### config.mk
export PLATFORM = sky130hd
export DESIGN_NAME = power_spectrum_peak_tracker
export DESIGN_NICKNAME = d
export VERILOG_FILES = /design/src/rtl/core/pst_pkg.sv /design/src/rtl/core/pst_queue.sv /design/src/rtl/core/pst_front.sv /design/src/rtl/core/pst_back.sv /design/src/rtl/core/power_spectrum_peak_tracker.sv
export VERILOG_INCLUDE_DIRS = /design/src /design/src/rtl/core
export SDC_FILE = /design/constraint.sdc
export NUM_CORES = 2
export LEC_CHECK = 0
export ABC_CLOCK_PERIOD_IN_PS = 28800
export BUFFER_PORTS_ARGS = -buffer_cell sky130_fd_sc_hd__clkbuf_2
export CORE_MARGIN = 3
export CORE_UTILIZATION = 55
export CTS_BUF_LIST = sky130_fd_sc_hd__clkbuf_16
export DETAILED_ROUTE_END_ITERATION = 12
export MAX_ROUTING_LAYER = met4
export PLACE_DENSITY = 0.72
export SYNTH_ARGS = -nofsm -noshare
export SYNTH_HDL_FRONTEND = slang
export SYNTH_SLANG_ARGS = --single-unit
### constraint.sdc
create_clock -name i_clk -period 28.8 [get_ports i_clk]
set_input_delay 1.44 -clock i_clk [delete_from_list [all_inputs] [get_ports i_clk]]
set_output_delay 1.44 -clock i_clk [all_outputs]
set_load 0.005 [all_outputs]
### src/rtl/core/power_spectrum_peak_tracker_assert.svh
// Assertion macros shared by the power spectrum peak tracker RTL.
`ifndef POWER_SPECTRUM_PEAK_TRACKER_ASSERT_SVH
`define POWER_SPECTRUM_PEAK_TRACKER_ASSERT_SVH
`ifndef SYNTHESIS
// Same-cycle implication, checked outside reset.
`define PST_ASSERT_IMPL(label, clk, rst_n, ante, cons, msg) \
    label: assert property (@(posedge clk) disable iff (!rst_n) (ante) |-> (cons)) \
        else $error(msg);
// Next-cycle implication, checked outside reset.
`define PST_ASSERT_NEXT(label, clk, rst_n, ante, cons, msg) \
    label: assert property (@(posedge clk) disable iff (!rst_n) (ante) |=> (cons)) \
        else $error(msg);
`else
`define PST_ASSERT_IMPL(label, clk, rst_n, ante, cons, msg)
`define PST_ASSERT_NEXT(label, clk, rst_n, ante, cons, msg)
`endif
`endif

### src/rtl/core/pst_pkg.sv
// Shared constants, result layout and helpers for the power spectrum peak tracker.
`timescale 1ns / 1ps
`default_nettype none
package pst_pkg;

    localparam int DEF_MAX_BINS    = 4096;
    localparam int DEF_SAMPLE_BITS = 24;

    localparam int SAMPLE_W    = 24;
    localparam int IN_TDATA_W  = 2 * SAMPLE_W;
    localparam int VALUE_W     = 48;
    localparam int INDEX_W     = 12;
    localparam int SUM_W       = 60;
    localparam int QUEUE_DEPTH = 4;

    localparam logic [VALUE_W-1:0] VALUE_MAX = '1;
    localparam logic [SUM_W-1:0]   SUM_MAX   = '1;

    // Result payload, last field in the lowest bits.
    typedef struct packed {
        logic [SUM_W-1:0]   total_power;
        logic [INDEX_W-1:0] floor_bin;
        logic [INDEX_W-1:0] peak_bin;
        logic [INDEX_W-1:0] bin_index;
        logic [VALUE_W-1:0] bin_value;
    } t_result;

    localparam int OUT_TDATA_W = $bits(t_result);

    // Width of one queued bin: power, index, last flag and mode.
    function automatic int item_width(input int sample_bits, input int max_bins);
        return 2 * sample_bits + $clog2(max_bins) + 2;
    endfunction

endpackage
`default_nettype wire

### src/rtl/core/pst_queue.sv
// Short FIFO that decouples bin classification from the value/tracking back end.
`timescale 1ns / 1ps
`default_nettype none
`include "power_spectrum_peak_tracker_assert.svh"
module pst_queue #(
    parameter int WIDTH = 1,
    parameter int DEPTH = pst_pkg::QUEUE_DEPTH
) (
    input  wire logic                       i_clk,
    input  wire logic                       i_rst_n,
    input  wire logic                       i_push,
    input  wire logic [WIDTH-1:0]           i_data,
    input  wire logic                       i_pop,
    output logic                            o_valid,
    output logic [WIDTH-1:0]                o_data,
    output logic [$clog2(DEPTH+1)-1:0]      o_count
);

    localparam int PTR_W = (DEPTH > 1) ? $clog2(DEPTH) : 1;
    localparam int CNT_W = $clog2(DEPTH + 1);

    logic [WIDTH-1:0] r_mem [DEPTH];
    logic [PTR_W-1:0] r_wr_ptr;
    logic [PTR_W-1:0] r_rd_ptr;
    logic [CNT_W-1:0] r_count;

    always_ff @(posedge i_clk) begin
        if (i_push) begin
            r_mem[r_wr_ptr] <= i_data;
        end
    end

    always_ff @(posedge i_clk) begin
        if (!i_rst_n) begin
            r_wr_ptr <= '0;
            r_rd_ptr <= '0;
            r_count  <= '0;
        end else begin
            if (i_push) begin
                r_wr_ptr <= (r_wr_ptr == PTR_W'(DEPTH - 1)) ? '0 : r_wr_ptr + PTR_W'(1);
            end
            if (i_pop) begin
                r_rd_ptr <= (r_rd_ptr == PTR_W'(DEPTH - 1)) ? '0 : r_rd_ptr + PTR_W'(1);
            end
            case ({i_push, i_pop})
                2'b10:   r_count <= r_count + CNT_W'(1);
                2'b01:   r_count <= r_count - CNT_W'(1);
                default: r_count <= r_count;
            endcase
        end
    end

    assign o_valid = (r_count != '0);
    assign o_data  = r_mem[r_rd_ptr];
    assign o_count = r_count;

    `PST_ASSERT_IMPL(a_no_overflow, i_clk, i_rst_n, i_push, r_count < CNT_W'(DEPTH), "queue push while full")
    `PST_ASSERT_IMPL(a_no_underflow, i_clk, i_rst_n, i_pop, r_count != '0, "queue pop while empty")
    `PST_ASSERT_IMPL(a_count_bound, i_clk, i_rst_n, 1'b1, r_count <= CNT_W'(DEPTH), "queue count beyond depth")

endmodule
`default_nettype wire

### src/rtl/core/pst_front.sv
// Front end: accepts bins, squares the components and tags index, last and mode.
`timescale 1ns / 1ps
`default_nettype none
module pst_front #(
    parameter int MAX_BINS    = pst_pkg::DEF_MAX_BINS,
    parameter int SAMPLE_BITS = pst_pkg::DEF_SAMPLE_BITS,
    parameter int DEPTH       = pst_pkg::QUEUE_DEPTH
) (
    input  wire logic                                   i_clk,
    input  wire logic                                   i_rst_n,
    input  wire logic                                   s_axis_tvalid,
    output logic                                        s_axis_tready,
    // bin_re [23:0], bin_im [47:24]
    input  wire logic [pst_pkg::IN_TDATA_W-1:0]         s_axis_tdata,
    input  wire logic                                   s_axis_tlast,
    input  wire logic                                   i_cfg_valid,
    output logic                                        o_cfg_ready,
    input  wire logic [0:0]                             i_cfg_data,
    input  wire logic [$clog2(DEPTH+1)-1:0]             i_q_count,
    output logic                                        o_q_push,
    output logic [pst_pkg::item_width(SAMPLE_BITS, MAX_BINS)-1:0] o_q_item
);

    localparam int SB   = SAMPLE_BITS;
    localparam int PW   = 2 * SAMPLE_BITS;
    localparam int CW   = $clog2(MAX_BINS);
    localparam int QCW  = $clog2(DEPTH + 1);
    localparam int SW_IN = pst_pkg::SAMPLE_W;

    typedef struct packed {
        logic          mode;
        logic          last;
        logic [CW-1:0] index;
        logic [PW-1:0] power;
    } t_bin_item;

    logic          r_mode;
    logic [CW-1:0] r_count;
    logic          r_s1_valid;
    logic [PW-1:0] r_sq_re;
    logic [PW-1:0] r_sq_im;
    logic [CW-1:0] r_s1_index;
    logic          r_s1_last;
    logic          r_s1_mode;

    logic [SB-1:0] raw_re;
    logic [SB-1:0] raw_im;
    logic [SB-1:0] abs_re;
    logic [SB-1:0] abs_im;
    logic [PW-1:0] sq_re;
    logic [PW-1:0] sq_im;
    logic [QCW:0]  slots_used;
    logic          accept;
    logic          is_last;
    t_bin_item     item;

    // Bits above SAMPLE_BITS are dropped; a short sample is taken as non-negative.
    always_comb begin
        raw_re = SB'(s_axis_tdata[SW_IN-1:0]);
        raw_im = SB'(s_axis_tdata[2*SW_IN-1:SW_IN]);
        abs_re = raw_re[SB-1] ? (~raw_re + SB'(1)) : raw_re;
        abs_im = raw_im[SB-1] ? (~raw_im + SB'(1)) : raw_im;
        sq_re  = abs_re * abs_re;
        sq_im  = abs_im * abs_im;
    end

    // Reserve a queue slot for the item in the squaring stage.
    assign slots_used    = {1'b0, i_q_count} + {{QCW{1'b0}}, r_s1_valid};
    assign s_axis_tready = (slots_used < (QCW + 1)'(DEPTH));
    assign accept        = s_axis_tvalid && s_axis_tready;
    assign is_last       = s_axis_tlast || (r_count == CW'(MAX_BINS - 1));
    assign o_cfg_ready   = 1'b1;

    always_ff @(posedge i_clk) begin
        if (!i_rst_n) begin
            r_mode     <= 1'b0;
            r_count    <= '0;
            r_s1_valid <= 1'b0;
        end else begin
            if (i_cfg_valid) begin
                r_mode <= i_cfg_data[0];
            end
            r_s1_valid <= accept;
            if (accept) begin
                r_count <= is_last ? '0 : r_count + CW'(1);
            end
        end
    end

    always_ff @(posedge i_clk) begin
        if (accept) begin
            r_sq_re    <= sq_re;
            r_sq_im    <= sq_im;
            r_s1_index <= r_count;
            r_s1_last  <= is_last;
            r_s1_mode  <= r_mode;
        end
    end

    always_comb begin
        item.mode  = r_s1_mode;
        item.last  = r_s1_last;
        item.index = r_s1_index;
        item.power = r_sq_re + r_sq_im;
    end

    assign o_q_push = r_s1_valid;
    assign o_q_item = item;

endmodule
`default_nettype wire

### src/rtl/core/pst_back.sv
// Back end: bin value (power or root), peak/floor/total tracking and output register.
`timescale 1ns / 1ps
`default_nettype none
`include "power_spectrum_peak_tracker_assert.svh"
module pst_back #(
    parameter int MAX_BINS    = pst_pkg::DEF_MAX_BINS,
    parameter int SAMPLE_BITS = pst_pkg::DEF_SAMPLE_BITS
) (
    input  wire logic                                   i_clk,
    input  wire logic                                   i_rst_n,
    input  wire logic                                   i_q_valid,
    input  wire logic [pst_pkg::item_width(SAMPLE_BITS, MAX_BINS)-1:0] i_q_item,
    output logic                                        o_q_pop,
    output logic                                        o_out_valid,
    input  wire logic                                   i_out_ready,
    output pst_pkg::t_result                            o_out_data,
    output logic                                        o_out_last
);

    localparam int PW   = 2 * SAMPLE_BITS;
    localparam int CW   = $clog2(MAX_BINS);
    localparam int VW   = pst_pkg::VALUE_W;
    localparam int IW   = pst_pkg::INDEX_W;
    localparam int SUMW = pst_pkg::SUM_W;
    localparam int EW   = (PW > VW) ? PW : VW;
    localparam int SW   = ((PW > SUMW) ? PW : SUMW) + 1;

    typedef struct packed {
        logic          mode;
        logic          last;
        logic [CW-1:0] index;
        logic [PW-1:0] power;
    } t_bin_item;

    typedef enum logic [1:0] {
        S_IDLE,
        S_ROOT,
        S_HOLD
    } t_state;

    t_state           r_state;
    t_bin_item        r_item;
    logic [VW-1:0]    r_val;
    logic [PW-1:0]    r_x;
    logic [PW-1:0]    r_res;
    logic [PW-1:0]    r_bit;
    logic [VW-1:0]    r_max_val;
    logic [CW-1:0]    r_max_idx;
    logic [VW-1:0]    r_min_val;
    logic [CW-1:0]    r_min_idx;
    logic [SUMW-1:0]  r_sum;
    logic             r_out_valid;
    pst_pkg::t_result r_out_data;
    logic             r_out_last;

    t_bin_item        head;
    logic [EW-1:0]    head_ext;
    logic [VW-1:0]    head_sat;
    logic [PW-1:0]    trial;
    logic             root_ge;
    logic [PW-1:0]    n_x;
    logic [PW-1:0]    n_res;
    logic             k_zero;
    logic             k_one;
    logic             take_max;
    logic             take_min;
    logic [SW-1:0]    sum_ext;
    logic [VW-1:0]    n_max_val;
    logic [CW-1:0]    n_max_idx;
    logic [VW-1:0]    n_min_val;
    logic [CW-1:0]    n_min_idx;
    logic [SUMW-1:0]  n_sum;
    logic             out_free;
    logic             fire;
    pst_pkg::t_result n_out_data;

    assign head = i_q_item;

    always_comb begin
        head_ext = EW'(head.power);
        head_sat = (head_ext > EW'(pst_pkg::VALUE_MAX)) ? pst_pkg::VALUE_MAX : VW'(head_ext);
    end

    // One result bit per cycle of the digit-by-digit square root.
    always_comb begin
        trial   = r_res + r_bit;
        root_ge = (r_x >= trial);
        n_x     = root_ge ? (r_x - trial) : r_x;
        n_res   = root_ge ? ((r_res >> 1) + r_bit) : (r_res >> 1);
    end

    always_comb begin
        k_zero   = (r_item.index == '0);
        k_one    = (r_item.index == CW'(1));
        take_max = k_zero || (r_val > r_max_val);
        // Power mode leaves DC out of the floor search.
        if (r_item.mode) begin
            take_min = k_zero || (r_val < r_min_val);
        end else begin
            take_min = k_one || (!k_zero && (r_val < r_min_val));
        end
        sum_ext   = SW'(r_sum) + SW'(r_item.power);
        n_max_val = take_max ? r_val : r_max_val;
        n_max_idx = take_max ? r_item.index : r_max_idx;
        n_min_val = take_min ? r_val : r_min_val;
        n_min_idx = take_min ? r_item.index : r_min_idx;
        if (k_zero) begin
            n_sum = r_sum;
        end else if (sum_ext > SW'(pst_pkg::SUM_MAX)) begin
            n_sum = pst_pkg::SUM_MAX;
        end else begin
            n_sum = SUMW'(sum_ext);
        end

        n_out_data.bin_value   = r_val;
        n_out_data.bin_index   = IW'(r_item.index);
        n_out_data.peak_bin    = r_item.last ? IW'(n_max_idx) : '0;
        n_out_data.floor_bin   = r_item.last ? IW'(n_min_idx) : '0;
        n_out_data.total_power = r_item.last ? n_sum : '0;
    end

    assign out_free = !r_out_valid || i_out_ready;
    assign fire     = (r_state == S_HOLD) && out_free;
    assign o_q_pop  = (r_state == S_IDLE) && i_q_valid;

    always_ff @(posedge i_clk) begin
        if (!i_rst_n) begin
            r_state     <= S_IDLE;
            r_out_valid <= 1'b0;
            r_max_val   <= '0;
            r_max_idx   <= '0;
            r_min_val   <= pst_pkg::VALUE_MAX;
            r_min_idx   <= '0;
            r_sum       <= '0;
        end else begin
            if (fire) begin
                r_out_valid <= 1'b1;
            end else if (i_out_ready) begin
                r_out_valid <= 1'b0;
            end
            unique case (r_state)
                S_IDLE: begin
                    if (i_q_valid) begin
                        r_item <= head;
                        if (head.mode) begin
                            r_x     <= head.power;
                            r_res   <= '0;
                            r_bit   <= PW'(1) << (PW - 2);
                            r_state <= S_ROOT;
                        end else begin
                            r_val   <= head_sat;
                            r_state <= S_HOLD;
                        end
                    end
                end
                S_ROOT: begin
                    r_x   <= n_x;
                    r_res <= n_res;
                    r_bit <= r_bit >> 2;
                    if (r_bit[0]) begin
                        r_val   <= VW'(n_res);
                        r_state <= S_HOLD;
                    end
                end
                S_HOLD: begin
                    if (out_free) begin
                        r_out_data <= n_out_data;
                        r_out_last <= r_item.last;
                        // Clear tracking at the end of a spectrum.
                        if (r_item.last) begin
                            r_max_val <= '0;
                            r_max_idx <= '0;
                            r_min_val <= pst_pkg::VALUE_MAX;
                            r_min_idx <= '0;
                            r_sum     <= '0;
                        end else begin
                            r_max_val <= n_max_val;
                            r_max_idx <= n_max_idx;
                            r_min_val <= n_min_val;
                            r_min_idx <= n_min_idx;
                            r_sum     <= n_sum;
                        end
                        r_state <= S_IDLE;
                    end
                end
                default: r_state <= S_IDLE;
            endcase
        end
    end

    assign o_out_valid = r_out_valid;
    assign o_out_data  = r_out_data;
    assign o_out_last  = r_out_last;

    `PST_ASSERT_IMPL(a_root_bit_onehot, i_clk, i_rst_n, r_state == S_ROOT, $onehot(r_bit), "root step bit not one-hot")
    `PST_ASSERT_NEXT(a_frame_clears, i_clk, i_rst_n, fire && r_item.last, (r_sum == '0) && (r_max_idx == '0) && (r_min_val == pst_pkg::VALUE_MAX), "tracking not cleared after last bin")
    `PST_ASSERT_IMPL(a_summary_zero, i_clk, i_rst_n, r_out_valid && !r_out_last, (r_out_data.peak_bin == '0) && (r_out_data.floor_bin == '0) && (r_out_data.total_power == '0), "summary fields set on non-final bin")

endmodule
`default_nettype wire

### src/rtl/core/power_spectrum_peak_tracker.sv
// Power spectrum peak tracker top level: front end, bin queue and back end.
//
// Takes complex FFT bins in order and returns one result per bin: the power
// re^2+im^2 (saturated to 48 bits) or, with magnitude_mode set, its floor
// square root. On the bin marked tlast, or on bin MAX_BINS-1, the result also
// carries the first peak bin, the floor bin and the saturating total power of
// bins 1..N-1, and tracking restarts. The front end takes a bin every cycle
// while the four-entry queue has room; the back end handles one bin at a
// time and takes a new bin only after it has committed the last one. In power
// mode it pops a bin from the queue and then commits it to the output
// register; in magnitude mode the square root unit resolves one result bit
// per cycle between the pop and the commit. The output register holds a
// finished result while the back end works on the next bin. Write
// magnitude_mode only when no bins are in flight.
`timescale 1ns / 1ps
`default_nettype none
module power_spectrum_peak_tracker #(
    parameter int MAX_BINS    = pst_pkg::DEF_MAX_BINS,
    parameter int SAMPLE_BITS = pst_pkg::DEF_SAMPLE_BITS
) (
    input  wire logic                               i_clk,
    input  wire logic                               i_rst_n,
    input  wire logic                               s_axis_tvalid,
    output logic                                    s_axis_tready,
    // bin_re [23:0], bin_im [47:24]
    input  wire logic [pst_pkg::IN_TDATA_W-1:0]     s_axis_tdata,
    // last_bin
    input  wire logic                               s_axis_tlast,
    output logic                                    m_axis_tvalid,
    input  wire logic                               m_axis_tready,
    // bin_value [47:0], bin_index [59:48], peak_bin [71:60], floor_bin [83:72],
    // total_power [143:84]
    output logic [pst_pkg::OUT_TDATA_W-1:0]         m_axis_tdata,
    // frame_end
    output logic                                    m_axis_tlast,
    input  wire logic                               i_cfg_valid,
    output logic                                    o_cfg_ready,
    // magnitude_mode
    input  wire logic [0:0]                         i_cfg_data
);

    localparam int ITEM_W = pst_pkg::item_width(SAMPLE_BITS, MAX_BINS);
    localparam int DEPTH  = pst_pkg::QUEUE_DEPTH;
    localparam int QCW    = $clog2(DEPTH + 1);

    logic              q_push;
    logic [ITEM_W-1:0] q_item_in;
    logic              q_valid;
    logic [ITEM_W-1:0] q_item_out;
    logic              q_pop;
    logic [QCW-1:0]    q_count;
    pst_pkg::t_result  result;

    pst_front #(
        .MAX_BINS    (MAX_BINS),
        .SAMPLE_BITS (SAMPLE_BITS),
        .DEPTH       (DEPTH)
    ) u_front (
        .i_clk         (i_clk),
        .i_rst_n       (i_rst_n),
        .s_axis_tvalid (s_axis_tvalid),
        .s_axis_tready (s_axis_tready),
        .s_axis_tdata  (s_axis_tdata),
        .s_axis_tlast  (s_axis_tlast),
        .i_cfg_valid   (i_cfg_valid),
        .o_cfg_ready   (o_cfg_ready),
        .i_cfg_data    (i_cfg_data),
        .i_q_count     (q_count),
        .o_q_push      (q_push),
        .o_q_item      (q_item_in)
    );

    pst_queue #(
        .WIDTH (ITEM_W),
        .DEPTH (DEPTH)
    ) u_queue (
        .i_clk   (i_clk),
        .i_rst_n (i_rst_n),
        .i_push  (q_push),
        .i_data  (q_item_in),
        .i_pop   (q_pop),
        .o_valid (q_valid),
        .o_data  (q_item_out),
        .o_count (q_count)
    );

    pst_back #(
        .MAX_BINS    (MAX_BINS),
        .SAMPLE_BITS (SAMPLE_BITS)
    ) u_back (
        .i_clk       (i_clk),
        .i_rst_n     (i_rst_n),
        .i_q_valid   (q_valid),
        .i_q_item    (q_item_out),
        .o_q_pop     (q_pop),
        .o_out_valid (m_axis_tvalid),
        .i_out_ready (m_axis_tready),
        .o_out_data  (result),
        .o_out_last  (m_axis_tlast)
    );

    assign m_axis_tdata = result;

endmodule
`default_nettype wire

==> key figures <==
Timing
  – Minimum hold slack: 456.3 ps
  – Final period utilization: 39.19%
  – Final Critical Period: 11290 ps
  – Slack of the critical path: 17510 ps
  – Clock skew: 57.90 ps
  – RSZ-0062 raised after global routing: no
  – Worst relative slew slack: 18.15%
  – Endpoints failing setup: 0
  – Setup_tns: 0 ps
  – Endpoints failing hold: 0
  – Slew @ Worst Pin: 1224 ps
  – Max Slew Vio Count: 0
  – Maximum operating frequency: 88.59 MHz

Die
  – Starting density of the core: 55.68%
  – Die W: 382.8 um
  – I/O pins: 203
  – Num rows: 137
  – Core area: 0.1402 mm2
  – Die height: 382.8 um
  – Die footprint: 0.1465 mm2

Worst setup path
  – Worst Setup Start Kind: primary input
  – CP Capture Type: flop
  – CP max FO: 13
  – Worst EP arrival: 11720 ps
  – Worst path max stage delay: 940 ps
  – Req. time, crit path: 29230 ps
  – Crit-path leading delay family: adder cells
  – Slowest stage cell, crit path: xor2_1
  – R2r worst-path depth: 23
  – Crit Path Class: in -> reg
  – Most used cell, CP: fa_1
  – WP depth: 34
  – Bufs and invs on worst path: 7

Cells and area
  – NumNets Final: 9105
  – Area Growth Syn to Fin: 8.529%
  – Final instance count without filler cells: 9523
  – Reg area: 0.02608 mm2
  – Fillers: 11520
  – Area of the multi-input gates: 0.04639 mm2
  – Ant. Diodes: 0
  – Share of cells above drive strength 1: 7.885%

Drt
  – Total number of vias: 54830
  – Drt drc: 0
  – Vias/cell: 5.757
  – WL/cell: 20.68 um
  – Iter 0 DRT Violations: 4397
  – Drt pass-1 iters: 6
  – Final wirelength: 196900 um
  – Post-route ant nets: 0

Yosys
  – Sequential element share of the synthesized area: 33.40%
  – Post-synth EDFFs: 731
  – Area leader, netlist: edfxtp_1
  – Predominant post-synthesis flop cell: edfxtp_1
  – Post-synth top area share: 28.11%
  – #FFs+latches synth: 937
  – Netlist cell types: 108
  – Post-synthesis area per instance: 10.56 um2
  – Yosys warnings: 0
  – Most frequent cell after synthesis: inv_1
  – Synth area leaders: edfxtp_1 (28%), fa_1 (22%), ha_1 (10%)
  – Post-Syn Instances: 7391
  – Fraction of registers with async set/reset: 0%
  – Commonest cells post-synth: inv_1 (1291), fa_1 (849), edfxtp_1 (731)
  – Synth Cell Area: 0.07808 mm2

GRT
  – First-pass GRT wire length: 311700 um
  – Largest net degree at the start of global routing: 96
  – GRT Util Overall: 27.97%
  – Congestion Overflow GR: 0
  – Number of global-route vias before repair: 56460
  – Initial antenna violation count: 1

Clocking
  – Cts hold-fix bufs: 0
  – Clk Latency, worst-skew pair: 730 ps
  – Clock Path Buffers: 3
  – CTS sink cnt: 937
  – CTS tree: done
  – Reg clk slew, reported paths: 60 ps
  – H-tree lvl count: 3
  – Post-CTS setup buffers: 0
  – Root Buffer: clkbuf_16
  – Resize count post-CTS: 0
  – Total CTS buffers: 95

Place
  – Dpl cells: 9344
  – Place WS: 16980 ps
  – # port buffers: 201
  – Dpl hpwl: 152400 um
  – GP Congestion: 0.9639

Run
  – MaxCap Viol Count: 0

Outcome
  – Status: completed

Min path
  – Hold depth: 2
  – Hold Crit Class: reg -> reg
[final timing paths]
path	from	to	slack [ps]
worst max register to register	u_back.r_bit[0]$_SDFFCE_PN0P_	u_back.r_x[41]$_DFFE_PP_	21140
worst min register to register	u_back.r_min_val[19]$_SDFFE_PN1P_	u_back.r_min_val[19]$_SDFFE_PN1P_	460
worst max-delay path	s_axis_tdata[30]	u_front.r_sq_im[46]$_DFFE_PP_	17510
worst min-delay path	u_back.r_min_val[19]$_SDFFE_PN1P_	u_back.r_min_val[19]$_SDFFE_PN1P_	460
[layout by cell type (no fill, tap or decap), types with 26 or more instances in the layout]
cell,Yosys,routed
nor2b_1,52,52
a31oi_1,55,55
inv_1,1291,1306
mux2i_1,26,26
xnor2_1,194,191
conb_1,2,35
and2_1,62,57
nor3_1,54,54
a21o_1,183,183
xor2_1,176,174
clkbuf_16,0,95
nor2_1,527,523
a2bb2oi_1,48,48
nand2b_1,30,30
nand4_1,66,66
edfxtp_1,731,731
o21ai_0,309,308
nand3_1,75,75
a211oi_1,36,35
o21a_1,40,39
nand2_1,612,611
a21oi_1,305,305
buf_4,3,81
o21bai_1,49,49
mux4_2,62,62
a22o_1,74,74
dfxtp_1,206,204
fa_1,849,849
clkbuf_2,0,201
ha_1,636,636
[per-stage QoR]
step | cell area (um2) | util, %
after floorplan | 78200 | -
after CTS | 84740 | 60.43
final | 84740 | 60.43
after global routing | 84740 | 60.43
after detailed placement | 81360 | 58.03
after global placement | 81360 | 58.03
[per-layer routing]
layer  GRT usage (%)  wire [um]  vias to the layer above
met5               -          0                        -
met1           36.42      81630                    27330
li1                -          -                    25090
met2           45.52      94670                     1980
met3           3.085      12730                      430
met4           10.43       7909                        0
[flip-flops by register name, summed over array words and instances (netlist names), 3 cells and up, named ones only]
signal,cells
u_back.n_out_data,12
u_back.o_out_data,144
u_back.r_bit,24
u_back.r_item,50
u_back.r_max_idx,12
u_back.r_max_val,48
u_back.r_min_idx,12
u_back.r_min_val,48
u_back.r_res,48
u_back.r_sum,60
u_back.r_val,48
u_back.r_x,48
u_front.r_count,12
u_front.r_s1_index,12
u_front.r_sq_im,47
u_front.r_sq_re,47
u_queue.o_count,3
u_queue.r_mem,248
[layout make-up]
| cell class | instances | share of cell area, % |
|---|---|---|
| multi-input cells | 4938 | 54.75 |
| well taps | 1876 | 2.770 |
| clock buffers | 95 | 2.806 |
| clock inverters | 84 | 1.177 |
| inverters | 1311 | 5.813 |
| flip-flops and latches | 937 | 30.78 |
| repair buffers | 282 | 1.905 |
[tightest hold or removal path, delay by kind of cell, from the launching register on]
kind | cells | cell delay (ps)
DFF | 1 | 300
buffers and inverters | 1 | 60
AOI/OAI and AO/OA | 1 | 50
[kinds of logic after synthesis]
kind of cell / share of synthesized area (%)
AOI/OAI and AO/OA: 11.62
adders and majority gates: 31.96
DFF: 33.40
buffers and inverters: 7.497
xor gates and xnor gates: 4.192
muxes: 2.165
other: 0.009619
and+or+nand+nor: 9.162
Power is left out: the tool's default activity adds up to more than one toggle a clock period on the data nets, which glitch-free logic cannot reach.
